[src/sv/ahpt_pkg.sv]
// ----------------------------------------------------------------------------
// ahpt_pkg
// Shared types, character codes and recognizer phase codes for the
// HTTP auth-param tokenizer.
// ----------------------------------------------------------------------------
`default_nettype none

package ahpt_pkg;

   // input word
   typedef struct packed {
      logic [7:0] ch;
      logic       text_end;
   } req_type;

   // result word
   typedef struct packed {
      logic [7:0] raw_byte;
      logic       t68_span;
      logic       emit;
      logic [7:0] content_byte;
      logic       in_value;
      logic       pair_commit;
      logic       list_stopped;
      logic       text_done;
      logic       whole_token68;
   } rsp_type;

   // character classes of one byte
   typedef struct packed {
      logic is_end;     // end flag or zero byte
      logic is_tok;     // token character
      logic is_t68;     // token68 character
      logic is_sp;      // space or tab
      logic is_eq;
      logic is_quote;
      logic is_bslash;
      logic is_comma;
      logic is_upper;
   } cls_type;

   // list recognizer phases
   localparam logic [2:0] LP_KSTART = 3'd0;
   localparam logic [2:0] LP_KEY    = 3'd1;
   localparam logic [2:0] LP_VSTART = 3'd2;
   localparam logic [2:0] LP_VTOKEN = 3'd3;
   localparam logic [2:0] LP_QUOTED = 3'd4;
   localparam logic [2:0] LP_ESC    = 3'd5;
   localparam logic [2:0] LP_AFTER  = 3'd6;
   localparam logic [2:0] LP_STOP   = 3'd7;

   // token68 recognizer phases
   localparam logic [2:0] TP_LEAD  = 3'd0;
   localparam logic [2:0] TP_BODY  = 3'd1;
   localparam logic [2:0] TP_EQ    = 3'd2;
   localparam logic [2:0] TP_TRAIL = 3'd3;
   localparam logic [2:0] TP_FAIL  = 3'd4;

   // ASCII codes
   localparam logic [7:0] CH_NUL    = 8'h00;
   localparam logic [7:0] CH_TAB    = 8'h09;
   localparam logic [7:0] CH_SPACE  = 8'h20;
   localparam logic [7:0] CH_BANG   = 8'h21;
   localparam logic [7:0] CH_QUOTE  = 8'h22;
   localparam logic [7:0] CH_HASH   = 8'h23;
   localparam logic [7:0] CH_DOLLAR = 8'h24;
   localparam logic [7:0] CH_PCT    = 8'h25;
   localparam logic [7:0] CH_AMP    = 8'h26;
   localparam logic [7:0] CH_APOS   = 8'h27;
   localparam logic [7:0] CH_STAR   = 8'h2A;
   localparam logic [7:0] CH_PLUS   = 8'h2B;
   localparam logic [7:0] CH_COMMA  = 8'h2C;
   localparam logic [7:0] CH_MINUS  = 8'h2D;
   localparam logic [7:0] CH_DOT    = 8'h2E;
   localparam logic [7:0] CH_SLASH  = 8'h2F;
   localparam logic [7:0] CH_0      = 8'h30;
   localparam logic [7:0] CH_9      = 8'h39;
   localparam logic [7:0] CH_EQ     = 8'h3D;
   localparam logic [7:0] CH_UA     = 8'h41;
   localparam logic [7:0] CH_UZ     = 8'h5A;
   localparam logic [7:0] CH_BSLASH = 8'h5C;
   localparam logic [7:0] CH_CARET  = 8'h5E;
   localparam logic [7:0] CH_UNDER  = 8'h5F;
   localparam logic [7:0] CH_GRAVE  = 8'h60;
   localparam logic [7:0] CH_LA     = 8'h61;
   localparam logic [7:0] CH_LZ     = 8'h7A;
   localparam logic [7:0] CH_BAR    = 8'h7C;
   localparam logic [7:0] CH_TILDE  = 8'h7E;

   // lower-case offset between ASCII letters
   localparam logic [7:0] CASE_BIT  = 8'h20;

endpackage

`default_nettype wire

[src/sv/ahpt_class.sv]
// ----------------------------------------------------------------------------
// ahpt_class
// Classifies one input byte for both recognizers.
// ----------------------------------------------------------------------------
`default_nettype none

module ahpt_class (
   input  wire logic [7:0]       ch,
   input  wire logic             text_end,
   output ahpt_pkg::cls_type     cls
);
   import ahpt_pkg::*;

   logic alnum;
   logic tok_mark;
   logic t68_mark;

   always_comb begin
      alnum = ((ch >= CH_0) && (ch <= CH_9)) ||
              ((ch >= CH_UA) && (ch <= CH_UZ)) ||
              ((ch >= CH_LA) && (ch <= CH_LZ));

      case (ch)
         CH_BANG, CH_HASH, CH_DOLLAR, CH_PCT, CH_AMP, CH_APOS, CH_STAR,
         CH_PLUS, CH_MINUS, CH_DOT, CH_CARET, CH_UNDER, CH_GRAVE, CH_BAR,
         CH_TILDE: tok_mark = 1'b1;
         default:  tok_mark = 1'b0;
      endcase

      case (ch)
         CH_MINUS, CH_DOT, CH_UNDER, CH_TILDE, CH_PLUS, CH_SLASH: begin
            t68_mark = 1'b1;
         end
         default: t68_mark = 1'b0;
      endcase

      cls.is_end    = text_end || (ch == CH_NUL);
      cls.is_tok    = alnum || tok_mark;
      cls.is_t68    = alnum || t68_mark;
      cls.is_sp     = (ch == CH_SPACE) || (ch == CH_TAB);
      cls.is_eq     = (ch == CH_EQ);
      cls.is_quote  = (ch == CH_QUOTE);
      cls.is_bslash = (ch == CH_BSLASH);
      cls.is_comma  = (ch == CH_COMMA);
      cls.is_upper  = (ch >= CH_UA) && (ch <= CH_UZ);
   end

endmodule

`default_nettype wire

[src/sv/ahpt_t68.sv]
// ----------------------------------------------------------------------------
// ahpt_t68
// Token68 recognizer: leading spaces, token68 run, '=' run, trailing spaces.
// ----------------------------------------------------------------------------
`default_nettype none

module ahpt_t68 (
   input  wire logic              clock,
   input  wire logic              reset,
   input  wire logic              step,
   input  wire ahpt_pkg::cls_type cls,
   output logic                   span,
   output logic                   whole
);
   import ahpt_pkg::*;

   logic [2:0] phase_ff;
   logic [2:0] phase_in;

   always_comb begin
      span     = 1'b0;
      whole    = 1'b0;
      phase_in = phase_ff;
      if (cls.is_end) begin
         whole    = (phase_ff == TP_BODY) || (phase_ff == TP_EQ) ||
                    (phase_ff == TP_TRAIL);
         phase_in = TP_LEAD;
      end else begin
         case (phase_ff)
            TP_LEAD: begin
               if (cls.is_sp) begin
                  phase_in = TP_LEAD;
               end else if (cls.is_t68) begin
                  phase_in = TP_BODY;
                  span     = 1'b1;
               end else begin
                  phase_in = TP_FAIL;
               end
            end
            TP_BODY: begin
               if (cls.is_t68) begin
                  span = 1'b1;
               end else if (cls.is_eq) begin
                  phase_in = TP_EQ;
                  span     = 1'b1;
               end else if (cls.is_sp) begin
                  phase_in = TP_TRAIL;
               end else begin
                  phase_in = TP_FAIL;
               end
            end
            TP_EQ: begin
               if (cls.is_eq) begin
                  span = 1'b1;
               end else if (cls.is_sp) begin
                  phase_in = TP_TRAIL;
               end else begin
                  phase_in = TP_FAIL;
               end
            end
            TP_TRAIL: begin
               if (!cls.is_sp) phase_in = TP_FAIL;
            end
            default: phase_in = TP_FAIL;
         endcase
      end
   end

   always_ff @(posedge clock) begin
      if (reset) begin
         phase_ff <= TP_LEAD;
      end else if (step) begin
         phase_ff <= phase_in;
      end
   end

endmodule

`default_nettype wire

[src/sv/ahpt_list.sv]
// ----------------------------------------------------------------------------
// ahpt_list
// Key=value list recognizer: emits key/value bytes, commits pairs, stops on
// the first syntax error.
// ----------------------------------------------------------------------------
`default_nettype none

module ahpt_list (
   input  wire logic              clock,
   input  wire logic              reset,
   input  wire logic              step,
   input  wire logic [7:0]        ch,
   input  wire ahpt_pkg::cls_type cls,
   output logic                   emit,
   output logic [7:0]             content,
   output logic                   in_value,
   output logic                   commit,
   output logic                   stopped
);
   import ahpt_pkg::*;

   logic [2:0] phase_ff;
   logic [2:0] phase_in;
   logic [7:0] lower_ch;

   assign lower_ch = cls.is_upper ? (ch | CASE_BIT) : ch;

   always_comb begin
      emit     = 1'b0;
      content  = CH_NUL;
      in_value = 1'b0;
      commit   = 1'b0;
      stopped  = 1'b0;
      phase_in = phase_ff;
      if (cls.is_end) begin
         commit   = (phase_ff == LP_VTOKEN) || (phase_ff == LP_AFTER);
         stopped  = !commit && (phase_ff != LP_KSTART);
         phase_in = LP_KSTART;
      end else begin
         case (phase_ff)
            LP_KSTART: begin
               if (cls.is_sp) begin
                  phase_in = LP_KSTART;
               end else if (cls.is_tok) begin
                  emit     = 1'b1;
                  content  = lower_ch;
                  phase_in = LP_KEY;
               end else begin
                  phase_in = LP_STOP;
               end
            end
            LP_KEY: begin
               if (cls.is_tok) begin
                  emit    = 1'b1;
                  content = lower_ch;
               end else if (cls.is_eq) begin
                  phase_in = LP_VSTART;
               end else begin
                  phase_in = LP_STOP;
               end
            end
            LP_VSTART: begin
               if (cls.is_quote) begin
                  phase_in = LP_QUOTED;
               end else if (cls.is_tok) begin
                  emit     = 1'b1;
                  in_value = 1'b1;
                  content  = ch;
                  phase_in = LP_VTOKEN;
               end else begin
                  phase_in = LP_STOP;
               end
            end
            LP_QUOTED: begin
               if (cls.is_quote) begin
                  phase_in = LP_AFTER;
               end else if (cls.is_bslash) begin
                  phase_in = LP_ESC;
               end else begin
                  emit     = 1'b1;
                  in_value = 1'b1;
                  content  = ch;
               end
            end
            LP_ESC: begin
               // escaped byte copied as is
               emit     = 1'b1;
               in_value = 1'b1;
               content  = ch;
               phase_in = LP_QUOTED;
            end
            LP_VTOKEN: begin
               if (cls.is_tok) begin
                  emit     = 1'b1;
                  in_value = 1'b1;
                  content  = ch;
               end else if (cls.is_sp) begin
                  phase_in = LP_AFTER;
               end else if (cls.is_comma) begin
                  commit   = 1'b1;
                  phase_in = LP_KSTART;
               end else begin
                  phase_in = LP_STOP;
               end
            end
            LP_AFTER: begin
               if (cls.is_sp) begin
                  phase_in = LP_AFTER;
               end else if (cls.is_comma) begin
                  commit   = 1'b1;
                  phase_in = LP_KSTART;
               end else begin
                  phase_in = LP_STOP;
               end
            end
            default: phase_in = LP_STOP;
         endcase
         stopped = (phase_in == LP_STOP);
      end
   end

   always_ff @(posedge clock) begin
      if (reset) begin
         phase_ff <= LP_KSTART;
      end else if (step) begin
         phase_ff <= phase_in;
      end
   end

endmodule

`default_nettype wire

[src/sv/http_auth_param_tokenizer.sv]
// ----------------------------------------------------------------------------
// http_auth_param_tokenizer
// Byte-serial tokenizer for an HTTP auth-param string: token68 check and
// key=value list parse side by side, one result word per input word.
// ----------------------------------------------------------------------------
//
//   channel  | ports                          | word
//   ---------+--------------------------------+-------------------------------
//   request  | req_valid  req_stall  req_data | one text byte or end flag
//   response | rsp_valid  rsp_stall  rsp_data | classified byte, pair status
//
// - One word per cycle sustained while rsp_stall stays low; a word passes
//   through the input register, then the result register. The two phase
//   registers step as a word moves into the result register.
// - reset is synchronous, active high; clears both valid bits and returns
//   the recognizers to key start and leading spaces.
// - req_stall rises only when the input register is full and the result
//   register is held by rsp_stall; both registers fill before input stalls.
// ----------------------------------------------------------------------------
`default_nettype none

module http_auth_param_tokenizer (
   input  wire logic              clock,
   input  wire logic              reset,
   input  wire logic              req_valid,
   output logic                   req_stall,
   input  wire ahpt_pkg::req_type req_data,
   output logic                   rsp_valid,
   input  wire logic              rsp_stall,
   output ahpt_pkg::rsp_type      rsp_data
);
   import ahpt_pkg::*;

   // input register
   logic    req_valid_ff;
   req_type req_data_ff;

   // result register
   logic    rsp_valid_ff;
   rsp_type rsp_data_ff;
   rsp_type rsp_data_in;

   logic    rsp_free;     // result register can take a word this cycle
   logic    step;         // word moves from input to result register
   cls_type cls;

   logic       t68_span;
   logic       t68_whole;
   logic       lst_emit;
   logic [7:0] lst_content;
   logic       lst_in_value;
   logic       lst_commit;
   logic       lst_stopped;

   assign rsp_free  = !rsp_valid_ff || !rsp_stall;
   assign step      = req_valid_ff && rsp_free;
   assign req_stall = req_valid_ff && !rsp_free;

   always_ff @(posedge clock) begin
      if (reset) begin
         req_valid_ff <= 1'b0;
      end else if (!req_stall) begin
         req_valid_ff <= req_valid;
      end
   end

   always_ff @(posedge clock) begin
      if (req_valid && !req_stall) begin
         req_data_ff <= req_data;
      end
   end

   ahpt_class u_class (
      .ch       (req_data_ff.ch),
      .text_end (req_data_ff.text_end),
      .cls      (cls)
   );

   ahpt_t68 u_t68 (
      .clock (clock),
      .reset (reset),
      .step  (step),
      .cls   (cls),
      .span  (t68_span),
      .whole (t68_whole)
   );

   ahpt_list u_list (
      .clock    (clock),
      .reset    (reset),
      .step     (step),
      .ch       (req_data_ff.ch),
      .cls      (cls),
      .emit     (lst_emit),
      .content  (lst_content),
      .in_value (lst_in_value),
      .commit   (lst_commit),
      .stopped  (lst_stopped)
   );

   // end-of-text word shows a zero byte
   always_comb begin
      rsp_data_in.raw_byte      = cls.is_end ? CH_NUL : req_data_ff.ch;
      rsp_data_in.t68_span      = t68_span;
      rsp_data_in.emit          = lst_emit;
      rsp_data_in.content_byte  = lst_content;
      rsp_data_in.in_value      = lst_in_value;
      rsp_data_in.pair_commit   = lst_commit;
      rsp_data_in.list_stopped  = lst_stopped;
      rsp_data_in.text_done     = cls.is_end;
      rsp_data_in.whole_token68 = t68_whole;
   end

   always_ff @(posedge clock) begin
      if (reset) begin
         rsp_valid_ff <= 1'b0;
      end else if (rsp_free) begin
         rsp_valid_ff <= req_valid_ff;
      end
   end

   always_ff @(posedge clock) begin
      if (step) begin
         rsp_data_ff <= rsp_data_in;
      end
   end

   assign rsp_valid = rsp_valid_ff;
   assign rsp_data  = rsp_data_ff;

   // end word carries no content and no token68 span
   a_done_quiet: assert property (@(posedge clock) disable iff (reset)
      rsp_valid_ff && rsp_data_ff.text_done |->
         !rsp_data_ff.emit && !rsp_data_ff.t68_span)
      else $error("end-of-text word carries content");

   // a pair is never committed and dropped in the same word
   a_commit_xor_stop: assert property (@(posedge clock) disable iff (reset)
      rsp_valid_ff |-> !(rsp_data_ff.pair_commit && rsp_data_ff.list_stopped))
      else $error("pair committed on a stopped list");

   // emitted key bytes are lower case
   a_key_lower: assert property (@(posedge clock) disable iff (reset)
      rsp_valid_ff && rsp_data_ff.emit && !rsp_data_ff.in_value |->
         !((rsp_data_ff.content_byte >= CH_UA) && (rsp_data_ff.content_byte <= CH_UZ)))
      else $error("upper-case key byte emitted");

   // a result word only appears after an input word was held
   a_rsp_source: assert property (@(posedge clock) disable iff (reset)
      !rsp_valid_ff ##1 rsp_valid_ff |-> $past(req_valid_ff))
      else $error("result word without input word");

endmodule

`default_nettype wire
[config.mk]
export PLATFORM = sky130hd
export DESIGN_NAME = http_auth_param_tokenizer
export DESIGN_NICKNAME = d
export VERILOG_FILES = /design/src/sv/ahpt_pkg.sv /design/src/sv/ahpt_class.sv /design/src/sv/ahpt_t68.sv /design/src/sv/ahpt_list.sv /design/src/sv/http_auth_param_tokenizer.sv
export SDC_FILE = /design/constraint.sdc
export NUM_CORES = 1
export LEC_CHECK = 0
export ABC_AREA = 1
export ABC_CLOCK_PERIOD_IN_PS = 2100
export BUFFER_PORTS_ARGS = -buffer_cell sky130_fd_sc_hd__buf_2
export CAP_MARGIN = 20
export CORE_ASPECT_RATIO = 2
export CORE_MARGIN = 4
export CORE_UTILIZATION = 55
export CTS_CLUSTER_DIAMETER = 60
export DETAILED_ROUTE_END_ITERATION = 12
export PLACE_DENSITY = 0.79
export SLEW_MARGIN = 20
export SYNTH_ARGS = -nofsm -noshare
export SYNTH_HDL_FRONTEND = slang
export SYNTH_SLANG_ARGS = --single-unit
[constraint.sdc]
create_clock -name clock -period 2.1 [get_ports clock]
set_input_delay 0.21 -clock clock [delete_from_list [all_inputs] [get_ports clock]]
set_output_delay 0.21 -clock clock [all_outputs]
set_load 0.02 [all_outputs]
==> metrics.txt, run 1 <==
# TYPE chip_impl_metric gauge
chip_impl_metric{name="fmaxAchievable",unit="MHz"} 487.1
chip_impl_metric{name="power.combinational.fraction",unit=""} 0.196
chip_impl_metric{name="viasPerCell",unit=""} 5.363
chip_impl_metric{name="synth_area",unit="sq um"} 2251
chip_impl_metric{name="overflow",unit=""} 0
chip_impl_metric{name="row_count",unit=""} 32
chip_impl_metric{name="seq_pwr_share",unit=""} 0.494
chip_impl_metric{name="skew",unit="ns"} 0.006555
chip_impl_metric{name="final-setup-viol-count",unit=""} 0
chip_impl_metric{name="hpwl",unit="mm"} 4.521
chip_impl_metric{name="worstPathArrival",unit="ns"} 2.09
chip_impl_info{name="synth.area.top_cells",value="edfxtp_1 43%, nand2_1 13%, nor2_1 9.0%"} 1
chip_impl_metric{name="ys_ff_latch",unit=""} 40
chip_impl_metric{name="post-route-period-util",unit=""} 0.9775
chip_impl_metric{name="drtPass1Iterations",unit=""} 4
chip_impl_metric{name="grt_usage",unit=""} 0.2348
chip_impl_metric{name="grt_pass1_wl",unit="mm"} 9.128
chip_impl_info{name="clock_tree_root_buffer_cell",value="clkbuf_8"} 1
chip_impl_metric{name="reg2reg_slack",unit="ns"} 0.05
chip_impl_metric{name="switchingPower",unit="mW"} 0.5415
chip_impl_info{name="critPathCaptureType",value="flop"} 1
chip_impl_metric{name="initial_antenna_violation_count",unit=""} 0
chip_impl_metric{name="antennaDiodeCount",unit=""} 0
chip_impl_info{name="hp-class",value="input pin to flop"} 1
chip_impl_info{name="rr_endpoint",value="rsp_data[13]$_SDFFCE_PN0P_"} 1
chip_impl_metric{name="final_report_hold_violation_count",unit=""} 0
chip_impl_metric{name="synth.yosys.warnings",unit=""} 0
chip_impl_metric{name="io-pin-count",unit=""} 38
chip_impl_metric{name="clk-insertion-delay-late",unit="ns"} 0.29
chip_impl_metric{name="synth_nets",unit=""} 298
chip_impl_info{name="tritoncts_clock_tree",value="done"} 1
chip_impl_metric{name="maxSlewHeadroom",unit=""} 0.6721
chip_impl_metric{name="ant_nets",unit=""} 0
chip_impl_metric{name="synthDistinctLibCells",unit=""} 29
chip_impl_metric{name="synth_cells",unit=""} 285
chip_impl_metric{name="floorplan.die.width",unit="um"} 53.24
chip_impl_metric{name="post-route-util",unit=""} 0.7194
chip_impl_metric{name="power_per_cell_area",unit="nW/um^2"} 671.0
chip_impl_metric{name="finalWeightedCongestion",unit=""} 0.9075
chip_impl_metric{name="area_of_the_die",unit="sq um"} 5242
chip_impl_metric{name="routed-via-count",unit=""} 2156
chip_impl_metric{name="setup-tns-final",unit="ns"} 0
chip_impl_metric{name="maxCapViolCount",unit=""} 0
chip_impl_info{name="rsz_0062_raised_after_global_routing",value="true"} 1
chip_impl_metric{name="nets",unit=""} 363
chip_impl_metric{name="final_layout_size_suffix_gt1_frac",unit=""} 0.3048
chip_impl_metric{name="die_height",unit="um"} 98.47
chip_impl_metric{name="static-leakage-power",unit="nW"} 1.335
chip_impl_metric{name="worstRegToRegCells",unit=""} 10
chip_impl_metric{name="clk_pin_slew_worst_paths",unit="ns"} 0.08
chip_impl_info{name="reg2reg_from",value="req_data_ff[4]$_DFFE_PP_"} 1
chip_impl_metric{name="via_count_of_the_first_global_routing_pass",unit=""} 2060
chip_impl_metric{name="portBuffers",unit=""} 37
chip_impl_info{name="timing.critical_path.from",value="req_data_ff[4]$_DFFE_PP_"} 1
chip_impl_metric{name="average_wire_per_cell_in_the_routed_design",unit="um"} 14.52
chip_impl_info{name="critical_path.startpoint_type",value="flop"} 1
chip_impl_info{name="run_status",value="completed"} 1
chip_impl_metric{name="ir_worst_vdd",unit="mV"} 0.6522
chip_impl_metric{name="hold_slack",unit="ns"} 0.08681
chip_impl_metric{name="avgSynthCellArea",unit="sq um"} 7.898
chip_impl_info{name="crit_type",value="flop to flop"} 1
chip_impl_metric{name="floorplan.initialDensity",unit=""} 0.5737
chip_impl_info{name="worstSetupEndpoint",value="rsp_data[13]$_SDFFCE_PN0P_"} 1
chip_impl_metric{name="required_arrival_time_at_the_worst_endpoint",unit="ns"} 2.14
chip_impl_metric{name="worst_slew_pin_slew",unit="ns"} 0.4881
chip_impl_metric{name="detail_route.iter0.violations",unit=""} 72
chip_impl_metric{name="area_growth_syn_to_layout",unit="%"} 25.40
chip_impl_metric{name="synth.yosys.seq_area_share",unit=""} 0.4981
chip_impl_metric{name="cts_buffer_depth",unit=""} 2
chip_impl_metric{name="route.final.wire_length",unit="mm"} 5.836
chip_impl_metric{name="period_needed",unit="ns"} 2.053
chip_impl_metric{name="p_int",unit="mW"} 1.353
chip_impl_metric{name="clock_sinks",unit=""} 40
chip_impl_metric{name="netSwitchingFraction",unit=""} 0.2859
chip_impl_metric{name="post_cts_hold_buffer_count",unit=""} 0
chip_impl_metric{name="cts_htree_levels",unit=""} 2
chip_impl_metric{name="timing.final.max_slew_violations",unit=""} 0
chip_impl_metric{name="largest_net_degree_at_the_start_of_global_routing",unit=""} 20
chip_impl_metric{name="synth_top_cell_area_share",unit=""} 0.4269
chip_impl_metric{name="core_area",unit="sq um"} 3924
chip_impl_metric{name="power.clock.fraction",unit=""} 0.310
chip_impl_info{name="synth_top_area_cell",value="edfxtp_1"} 1
chip_impl_metric{name="numCtsBuffers",unit=""} 5
chip_impl_metric{name="post-route-drc-count",unit=""} 0
chip_impl_metric{name="worstPathMaxFanout",unit=""} 6
[worst min path at each step]
stage	slack, ns	cells past startpoint	end	from
after floorplan	0.28	1	req_valid_ff$_SDFFE_PP0N_	reset
after global placement	0.39	1	req_data_ff[7]$_DFFE_PP_	req_data[7]
after detailed placement	0.39	1	req_data_ff[7]$_DFFE_PP_	req_data[7]
after CTS	0.08	1	req_data_ff[7]$_DFFE_PP_	req_data[7]
after global routing	0.07	1	req_data_ff[5]$_DFFE_PP_	req_data[5]
final	0.09	1	req_data_ff[5]$_DFFE_PP_	req_data[5]
[power by group through the flow]
stage	Combinational [mW]	Sequential (mW)	Clock [mW]
6_report	0.372	0.935	0.588
3_5_place_dp	0.338	0.953	0
5_1_grt	0.411	0.939	0.635
4_1_cts	0.339	0.935	0.596
3_3_place_gp	0.335	0.952	0
2_1_floorplan	0.196	0.980	0
[state kept, by name (all words and copies together) (netlist names)]
name / flops
req_data_ff: 9
req_valid_ff: 1
rsp_data: 23
rsp_valid: 1
u_list.phase_ff: 3
u_t68.phase_ff: 3
[critical path, cell delays in order, from the launching register on]
cell and delay, ns:
edfxtp_1 0.54, buf_6 0.15, nand2_1 0.08, a21oi_4 0.18
nor2_2 0.08, nor2_4 0.16, nand2_4 0.10, nand2_4 0.08
nand2_2 0.07, nor3b_4 0.28, nor2_1 0.08
[layout make-up]
| type | count | area, sq um |
|---|---|---|
| Clock buffer | 6 | 93.84 |
| Sequential cell | 40 | 1121 |
| Clock inverter | 2 | 16.27 |
| Multi-Input combinational cell | 206 | 1027 |
| Timing Repair Buffer | 60 | 361.6 |
| Inverter | 37 | 138.9 |
| Tap cell | 51 | 63.81 |
| Fill cell | 340 | 1101 |
[kinds of logic after synthesis]
group | share of synthesized area
buf+inv | 0.06837
simple gates | 0.3658
compound gates | 0.06782
flops | 0.4981
[timing repair]
action	CTS	global route
setup endpoints to repair	0	13
resized for setup	0	15
setup buffers	0	10
[cells in the final DEF (no fill, tap or decap)]
cell type and count:
nor3_2 1, a21oi_1 11, dfxtp_1 8, buf_2 37, o22ai_2 1, clkbuf_8 5, o21ai_1 2, a211oi_1 2
o31ai_1 1, nor2_1 52, nand3_1 17, nor3b_2 1, inv_2 7, clkbuf_16 1, nand2_2 12, edfxtp_1 32
o211ai_1 1, nand3b_1 1, inv_6 1, a21oi_2 1, inv_1 30, clkinvlp_4 1, nor2_4 4, nor2_2 3
a31oi_1 1, buf_6 1, nand2_1 73, nor3_1 3, nor3b_4 1, nand2_4 4, o21ai_0 5, nand4_1 5
buf_4 22, a21oi_4 1, nand3_2 3
[Yosys cell counts]
cell type	number
nor2_4	3
o22ai_2	1
inv_1	31
nor3b_1	1
o211ai_1	1
nand2_1	77
nand2_4	2
a31oi_1	1
nor2_2	2
nand2_2	10
nor3_1	3
buf_6	1
nand3b_1	1
a21oi_1	12
nor3_2	1
nand4_1	5
edfxtp_1	32
nand3_1	18
nor3b_4	1
dfxtp_1	8
o31ai_1	1
nand3_2	2
inv_2	6
a211oi_1	2
o21ai_0	5
a21oi_2	1
nor2_1	54
o21ai_1	2
buf_1	1
[metrics by stage]
stage | std cells | cell area [sq um] | setup slack (ns) | power, mW
after floorplan | 285 | 2251 | 0.3216 | 1.176
after global placement | 384 | 2582 | 0.1358 | 1.287
after detailed placement | 384 | 2582 | 0.07461 | 1.291
after CTS | 392 | 2693 | 0.04810 | 1.870
after global routing | 402 | 2823 | -0.08983 | 1.986
final | 402 | 2823 | 0.04719 | 1.894
[metal layers]
| metal | global-route usage | vias up | share of wire |
|---|---|---|---|
| met5 | 0 | - | 0 |
| met4 | 0.1476 | 0 | 0.065 |
| met3 | 0.03328 | 40 | 0.045 |
| met2 | 0.4428 | 103 | 0.59 |
| met1 | 0.2139 | 957 | 0.30 |
| li1 | - | 1056 | - |
No activity file was read; power rests on OpenSTA's default activity.
==> run 2, diff against run 1 <==
ABC_CLOCK_PERIOD_IN_PS = 2300   (was 2100)
clock period = 2.3 ns   (was 2.1 ns; I/O delays follow)
==> metrics.txt, run 2 (synthesis gave the netlist of run 1 again) <==
# TYPE chip_impl_metric gauge
chip_impl_metric{name="netSwitchingFraction",unit=""} 0.2904
chip_impl_metric{name="cts_htree_levels",unit=""} 2
chip_impl_metric{name="via_count_of_the_first_global_routing_pass",unit=""} 2068
chip_impl_metric{name="placedInstanceArea",unit="sq um"} 2522
chip_impl_metric{name="largest_net_degree_at_the_start_of_global_routing",unit=""} 20
chip_impl_metric{name="switchingPower",unit="mW"} 0.4654
chip_impl_metric{name="floorplan.die.width",unit="um"} 53.24
chip_impl_metric{name="reg2reg_slack",unit="ns"} 0.14
chip_impl_metric{name="core_area",unit="sq um"} 3924
chip_impl_info{name="cells_along_the_critical_path",value="nor2_4 > nand3_1 > nand3_1 > nor2_1 > nor2_4 > nand2_4 > nand2_1 > nand2_2 > nor3b_4 > nor2_1"} 1
chip_impl_metric{name="nets",unit=""} 347
chip_impl_metric{name="routed-via-count",unit=""} 2106
chip_impl_metric{name="ant_nets",unit=""} 0
chip_impl_metric{name="post-route-util",unit=""} 0.6693
chip_impl_metric{name="viasPerCell",unit=""} 5.456
chip_impl_info{name="run_status",value="completed"} 1
chip_impl_metric{name="placedCellCount",unit=""} 376
chip_impl_metric{name="layout.cell_area.non_filler",unit="sq um"} 2626
chip_impl_metric{name="static-leakage-power",unit="nW"} 1.221
chip_impl_metric{name="area_growth_syn_to_layout",unit="%"} 16.68
chip_impl_metric{name="cts_buffer_depth",unit=""} 2
chip_impl_metric{name="maxSlewHeadroom",unit=""} 0.6988
chip_impl_metric{name="setup-tns-final",unit="ns"} 0
chip_impl_metric{name="cp_slowest_stage_delay",unit="ns"} 0.53
chip_impl_metric{name="area_of_the_die",unit="sq um"} 5242
chip_impl_info{name="tritoncts_clock_tree",value="done"} 1
chip_impl_metric{name="row_count",unit=""} 32
chip_impl_metric{name="layoutNonFillerInstCount",unit=""} 386
chip_impl_info{name="critPathCaptureType",value="flop"} 1
chip_impl_metric{name="hpwl",unit="mm"} 4.443
chip_impl_metric{name="post-route-period-util",unit=""} 0.9406
chip_impl_metric{name="final_report_hold_violation_count",unit=""} 0
chip_impl_info{name="clock_tree_root_buffer_cell",value="clkbuf_8"} 1
chip_impl_metric{name="cp_num_buf_inv",unit=""} 0
chip_impl_metric{name="final-setup-viol-count",unit=""} 0
chip_impl_metric{name="post-route-drc-count",unit=""} 0
chip_impl_metric{name="p_int",unit="mW"} 1.137
chip_impl_metric{name="floorplan.initialDensity",unit=""} 0.5737
chip_impl_info{name="layout_commonest_cell",value="nand2_1"} 1
chip_impl_metric{name="grt_usage",unit=""} 0.2389
chip_impl_metric{name="worstPathArrival",unit="ns"} 2.20
chip_impl_metric{name="largest_register_ffs",unit=""} 23
chip_impl_metric{name="antennaDiodeCount",unit=""} 0
chip_impl_metric{name="fmaxAchievable",unit="MHz"} 462.2
chip_impl_metric{name="clock_sinks",unit=""} 40
chip_impl_metric{name="detail_route.iter0.violations",unit=""} 76
chip_impl_metric{name="period_needed",unit="ns"} 2.163
chip_impl_metric{name="numCtsBuffers",unit=""} 5
chip_impl_metric{name="portBuffers",unit=""} 37
chip_impl_metric{name="route.final.wire_length",unit="mm"} 5.650
chip_impl_metric{name="timing.final.max_slew_violations",unit=""} 0
chip_impl_metric{name="grt_pass1_wl",unit="mm"} 9.204
chip_impl_metric{name="sequential_cell_area",unit="sq um"} 1121
chip_impl_info{name="crit_type",value="flop to flop"} 1
chip_impl_metric{name="required_arrival_time_at_the_worst_endpoint",unit="ns"} 2.34
chip_impl_metric{name="worst_slew_pin_slew",unit="ns"} 0.4484
chip_impl_metric{name="clk-insertion-delay-late",unit="ns"} 0.29
chip_impl_info{name="hp-class",value="input pin to flop"} 1
chip_impl_metric{name="io-pin-count",unit=""} 38
chip_impl_metric{name="power_per_cell_area",unit="nW/um^2"} 610.3
chip_impl_metric{name="die_height",unit="um"} 98.47
chip_impl_metric{name="ir_worst_vdd",unit="mV"} 0.5450
chip_impl_metric{name="finalWeightedCongestion",unit=""} 1.041
chip_impl_info{name="cp_top_family",value="simple AND/OR/NAND/NOR gates"} 1
chip_impl_metric{name="maxCapViolCount",unit=""} 0
chip_impl_metric{name="final_layout_size_suffix_gt1_frac",unit=""} 0.2358
chip_impl_info{name="commonest_cells_after_routing_fill_and_taps_aside",value="77 x nand2_1, 54 x nor2_1, 37 x buf_2"} 1
chip_impl_metric{name="post_cts_hold_buffer_count",unit=""} 0
chip_impl_info{name="critical_path.startpoint_type",value="flop"} 1
chip_impl_metric{name="power.combinational.fraction",unit=""} 0.186
chip_impl_metric{name="average_wire_per_cell_in_the_routed_design",unit="um"} 14.64
chip_impl_metric{name="overflow",unit=""} 0
chip_impl_metric{name="clk_pin_slew_worst_paths",unit="ns"} 0.07
chip_impl_metric{name="seq_pwr_share",unit=""} 0.534
chip_impl_metric{name="skew",unit="ns"} 0.006518
chip_impl_info{name="cp_slowest_cell",value="edfxtp_1"} 1
chip_impl_metric{name="overall_power_after_layout",unit="mW"} 1.603
chip_impl_metric{name="filler_cell_count",unit=""} 375
chip_impl_metric{name="worstPathMaxFanout",unit=""} 5
chip_impl_metric{name="initial_antenna_violation_count",unit=""} 0
chip_impl_metric{name="power.clock.fraction",unit=""} 0.280
chip_impl_metric{name="drtPass1Iterations",unit=""} 4
chip_impl_metric{name="multi_input_comb_area",unit="sq um"} 980.9
run 2: cell count changes in the layout (fill, tap and decap cells not counted), sizes merged:
| cell | before | now |
|---|---|---|
| clkinv | 0 | 1 |
| buf | 60 | 44 |
| inv | 38 | 37 |
run 2: power groups by stage:
stage | combinational [mW] | clock (mW) | sequential [mW]
2_1_floorplan | 0.179 | 0 | 0.895
3_3_place_gp | 0.289 | 0 | 0.870
3_5_place_dp | 0.290 | 0 | 0.871
4_1_cts | 0.293 | 0.452 | 0.854
5_1_grt | 0.332 | 0.483 | 0.860
6_report | 0.299 | 0.448 | 0.856
run 2: timing repair:
item | 4_1_cts | 5_1_grt
setup endpoints to repair | 0 | 7
gates resized for setup | 0 | 1
setup buffers | 0 | 2
run 2: path summary, 6_finish.rpt:
kind | start | endpoint | depth (start not counted)
max | req_data_ff[3]$_DFFE_PP_ | rsp_data[7]$_SDFFCE_PN0P_ | 10
min | req_data[6] | req_data_ff[6]$_DFFE_PP_ | 1
max reg2reg | req_data_ff[3]$_DFFE_PP_ | rsp_data[7]$_SDFFCE_PN0P_ | 10
min reg2reg | req_valid_ff$_SDFFE_PP0N_ | rsp_valid$_SDFFE_PP0N_ | 2
run 2: cell type report:
type,count,share of cell area
clock buffers,6,0.02763
clock inverters,2,0.004288
inverters,37,0.05288
multi-input cells,206,0.3735
flip-flops and latches,40,0.4269
well taps,51,0.02430
repair buffers,44,0.09052
run 2: metal layers:
metal | up-vias | track usage | wire (um)
met4 | 0 | 0.1732 | 354
met2 | 101 | 0.4456 | 3269
met3 | 34 | 0.02723 | 273
met1 | 949 | 0.2153 | 1752
met5 | - | 0 | 0
li1 | 1022 | - | -
run 2: per-stage QoR:
| step | setup slack, ns | hold WS [ns] |
|---|---|---|
| 2_1_floorplan | 0.5216 | 0.2991 |
| 3_3_place_gp | 0.1017 | 0.4067 |
| 3_5_place_dp | 0.1367 | 0.4087 |
| 4_1_cts | 0.1233 | 0.1077 |
| 5_1_grt | -0.01902 | 0.1037 |
| 6_report | 0.1366 | 0.1105 |
==> run 3, diff against run 2 <==
CORE_UTILIZATION = 56   (was 55)
PLACE_DENSITY = 0.8   (was 0.79)
==> metrics.txt, run 3 (synthesis gave the netlist of run 1 again) <==
# TYPE chip_impl_metric gauge
chip_impl_metric{name="die_height",unit="um"} 97.66
chip_impl_metric{name="initial_antenna_violation_count",unit=""} 0
chip_impl_metric{name="finalWeightedCongestion",unit=""} 1.011
chip_impl_metric{name="grt_usage",unit=""} 0.2349
chip_impl_metric{name="clock_sinks",unit=""} 40
chip_impl_metric{name="setup_slack",unit="ns"} 0.1676
chip_impl_metric{name="viasPerCell",unit=""} 5.424
chip_impl_metric{name="largest_register_ffs",unit=""} 23
chip_impl_metric{name="average_wire_per_cell_in_the_routed_design",unit="um"} 14.21
chip_impl_metric{name="fmaxAchievable",unit="MHz"} 469.0
chip_impl_metric{name="grt_pass1_wl",unit="mm"} 9.045
chip_impl_metric{name="cts_htree_levels",unit=""} 2
chip_impl_metric{name="cp_num_buf_inv",unit=""} 0
chip_impl_metric{name="static-leakage-power",unit="nW"} 1.213
chip_impl_metric{name="cts_buffer_depth",unit=""} 2
chip_impl_metric{name="portBuffers",unit=""} 37
chip_impl_metric{name="clk-insertion-delay-late",unit="ns"} 0.30
chip_impl_info{name="run_status",value="completed"} 1
chip_impl_metric{name="worst_slew_pin_slew",unit="ns"} 0.5329
chip_impl_metric{name="largest_net_degree_at_the_start_of_global_routing",unit=""} 20
chip_impl_metric{name="period_needed",unit="ns"} 2.132
chip_impl_metric{name="area_growth_syn_to_layout",unit="%"} 15.84
chip_impl_info{name="hp-class",value="input pin to flop"} 1
chip_impl_metric{name="reg2reg_slack",unit="ns"} 0.17
chip_impl_metric{name="hpwl",unit="mm"} 4.387
chip_impl_metric{name="final_layout_size_suffix_gt1_frac",unit=""} 0.2342
chip_impl_info{name="clock_tree_root_buffer_cell",value="clkbuf_8"} 1
chip_impl_metric{name="worstPathMaxFanout",unit=""} 8
chip_impl_metric{name="routed-via-count",unit=""} 2083
chip_impl_info{name="critical_path.startpoint_type",value="flop"} 1
chip_impl_info{name="tritoncts_clock_tree",value="done"} 1
chip_impl_metric{name="required_arrival_time_at_the_worst_endpoint",unit="ns"} 2.34
chip_impl_metric{name="count_of_buffers_added_by_post_cts_timing_repair_for_setup",unit=""} 0
chip_impl_metric{name="drtPass1Iterations",unit=""} 4
chip_impl_metric{name="overflow",unit=""} 0
chip_impl_info{name="cp_slowest_cell",value="edfxtp_1"} 1
chip_impl_info{name="commonest_cells_after_routing_fill_and_taps_aside",value="77 x nand2_1, 54 x nor2_1, 37 x buf_2"} 1
chip_impl_info{name="reg2reg_from",value="req_data_ff[4]$_DFFE_PP_"} 1
chip_impl_metric{name="io-pin-count",unit=""} 38
chip_impl_metric{name="hold_slack",unit="ns"} 0.1066
chip_impl_metric{name="detail_route.iter0.violations",unit=""} 50
chip_impl_metric{name="cp_slowest_stage_delay",unit="ns"} 0.54
chip_impl_info{name="crit_type",value="flop to flop"} 1
chip_impl_metric{name="route.final.wire_length",unit="mm"} 5.457
chip_impl_metric{name="maxCapViolCount",unit=""} 0
chip_impl_metric{name="core_area",unit="sq um"} 3884
chip_impl_metric{name="power_per_cell_area",unit="nW/um^2"} 614.4
chip_impl_metric{name="pre_cts_slack",unit="ns"} 0.1869
chip_impl_metric{name="nets",unit=""} 345
chip_impl_info{name="timing.critical_path.from",value="req_data_ff[4]$_DFFE_PP_"} 1
chip_impl_metric{name="row_count",unit=""} 32
chip_impl_metric{name="skew",unit="ns"} 0.01215
chip_impl_metric{name="antennaDiodeCount",unit=""} 0
chip_impl_metric{name="post_cts.resized_instances",unit=""} 0
chip_impl_info{name="cells_along_the_critical_path",value="nor2_2 > nand3_1 > nand3_1 > nor2_2 > nor2_4 > nand2_4 > nand2_1 > nand2_2 > nor3b_4 > nor2_1"} 1
chip_impl_metric{name="numCtsBuffers",unit=""} 5
chip_impl_metric{name="area_of_the_die",unit="sq um"} 5159
chip_impl_info{name="layout_commonest_cell",value="nand2_1"} 1
chip_impl_metric{name="post-route-period-util",unit=""} 0.9271
chip_impl_metric{name="ant_nets",unit=""} 0
chip_impl_metric{name="worstPathArrival",unit="ns"} 2.17
chip_impl_metric{name="floorplan.initialDensity",unit=""} 0.5796
chip_impl_metric{name="post-route-drc-count",unit=""} 0
chip_impl_info{name="cp_top_family",value="simple AND/OR/NAND/NOR gates"} 1
chip_impl_info{name="hold_path_startpoint",value="req_data[8]"} 1
chip_impl_metric{name="timing.final.max_slew_violations",unit=""} 0
chip_impl_metric{name="final-setup-viol-count",unit=""} 0
chip_impl_metric{name="maxSlewHeadroom",unit=""} 0.6420
chip_impl_metric{name="filler_cell_count",unit=""} 352
chip_impl_metric{name="post_cts_hold_buffer_count",unit=""} 0
chip_impl_metric{name="setup-tns-final",unit="ns"} 0
chip_impl_info{name="rsz_0062_raised_after_global_routing",value="false"} 1
chip_impl_metric{name="floorplan.die.width",unit="um"} 52.83
chip_impl_metric{name="via_count_of_the_first_global_routing_pass",unit=""} 2096
chip_impl_info{name="critPathCaptureType",value="flop"} 1
chip_impl_metric{name="clk_pin_slew_worst_paths",unit="ns"} 0.08
chip_impl_metric{name="final_report_hold_violation_count",unit=""} 0
chip_impl_metric{name="ir_worst_vdd",unit="mV"} 0.5682
[run 3: cell count changes in the layout (fill, tap and decap cells not counted), sizes merged]
cell and delta:
buf -2
[run 3: worst reg2reg max path, cell delays in order, from the launching register on]
cell and delay, ns:
edfxtp_1 0.54, nor2_2 0.24, nand3_1 0.14, nand3_1 0.11, nor2_2 0.06, nor2_4 0.18
nand2_4 0.09, nand2_1 0.09, nand2_2 0.08, nor3b_4 0.27, nor2_1 0.07
[run 3: power by group]
group	internal [mW]	total [mW]	leakage [nW]	switching, mW
registers	0.828	0.855	0.375	0.0270
logic	0.0965	0.295	0.797	0.199
clock network	0.212	0.452	0.0412	0.240
total	1.14	1.60	1.21	0.466
[run 3: path summary, 6_finish.rpt]
| path | endpoint | depth (start not counted) |
|---|---|---|
| max | rsp_data[8]$_SDFFCE_PN0P_ | 10 |
| min | req_data_ff[8]$_DFFE_PP_ | 1 |
| max reg2reg | rsp_data[8]$_SDFFCE_PN0P_ | 10 |
| min reg2reg | rsp_valid$_SDFFE_PP0N_ | 2 |
[run 3: cell type report]
cell class                      count  area, sq um  share of cell area
Sequential cell                    40         1121              0.4299
Multi-Input combinational cell    206        975.9              0.3743
Timing Repair Buffer               42        222.7             0.08541
Inverter                           37        138.9             0.05326
Clock buffer                        6        72.57             0.02783
Tap cell                           51        63.81             0.02447
Clock inverter                      2        12.51            0.004798
[run 3: layer usage]
layer,global-route usage,up-vias,wire [um]
met5,0,-,0
met4,0.1791,0,384
met3,0.03379,31,180
met2,0.4339,74,3135
met1,0.2062,961,1757
li1,-,1017,-
[run 3: metrics by stage]
step           instance area [sq um]    util  cells  total power [mW]
2_1_floorplan                   2251       -    285             1.074
5_1_grt                         2608  0.6714    384             1.681
6_report                        2608  0.6714    384             1.602
3_5_place_dp                    2522  0.6495    376             1.164
3_3_place_gp                    2522  0.6495    376             1.160
4_1_cts                         2608  0.6714    384             1.607
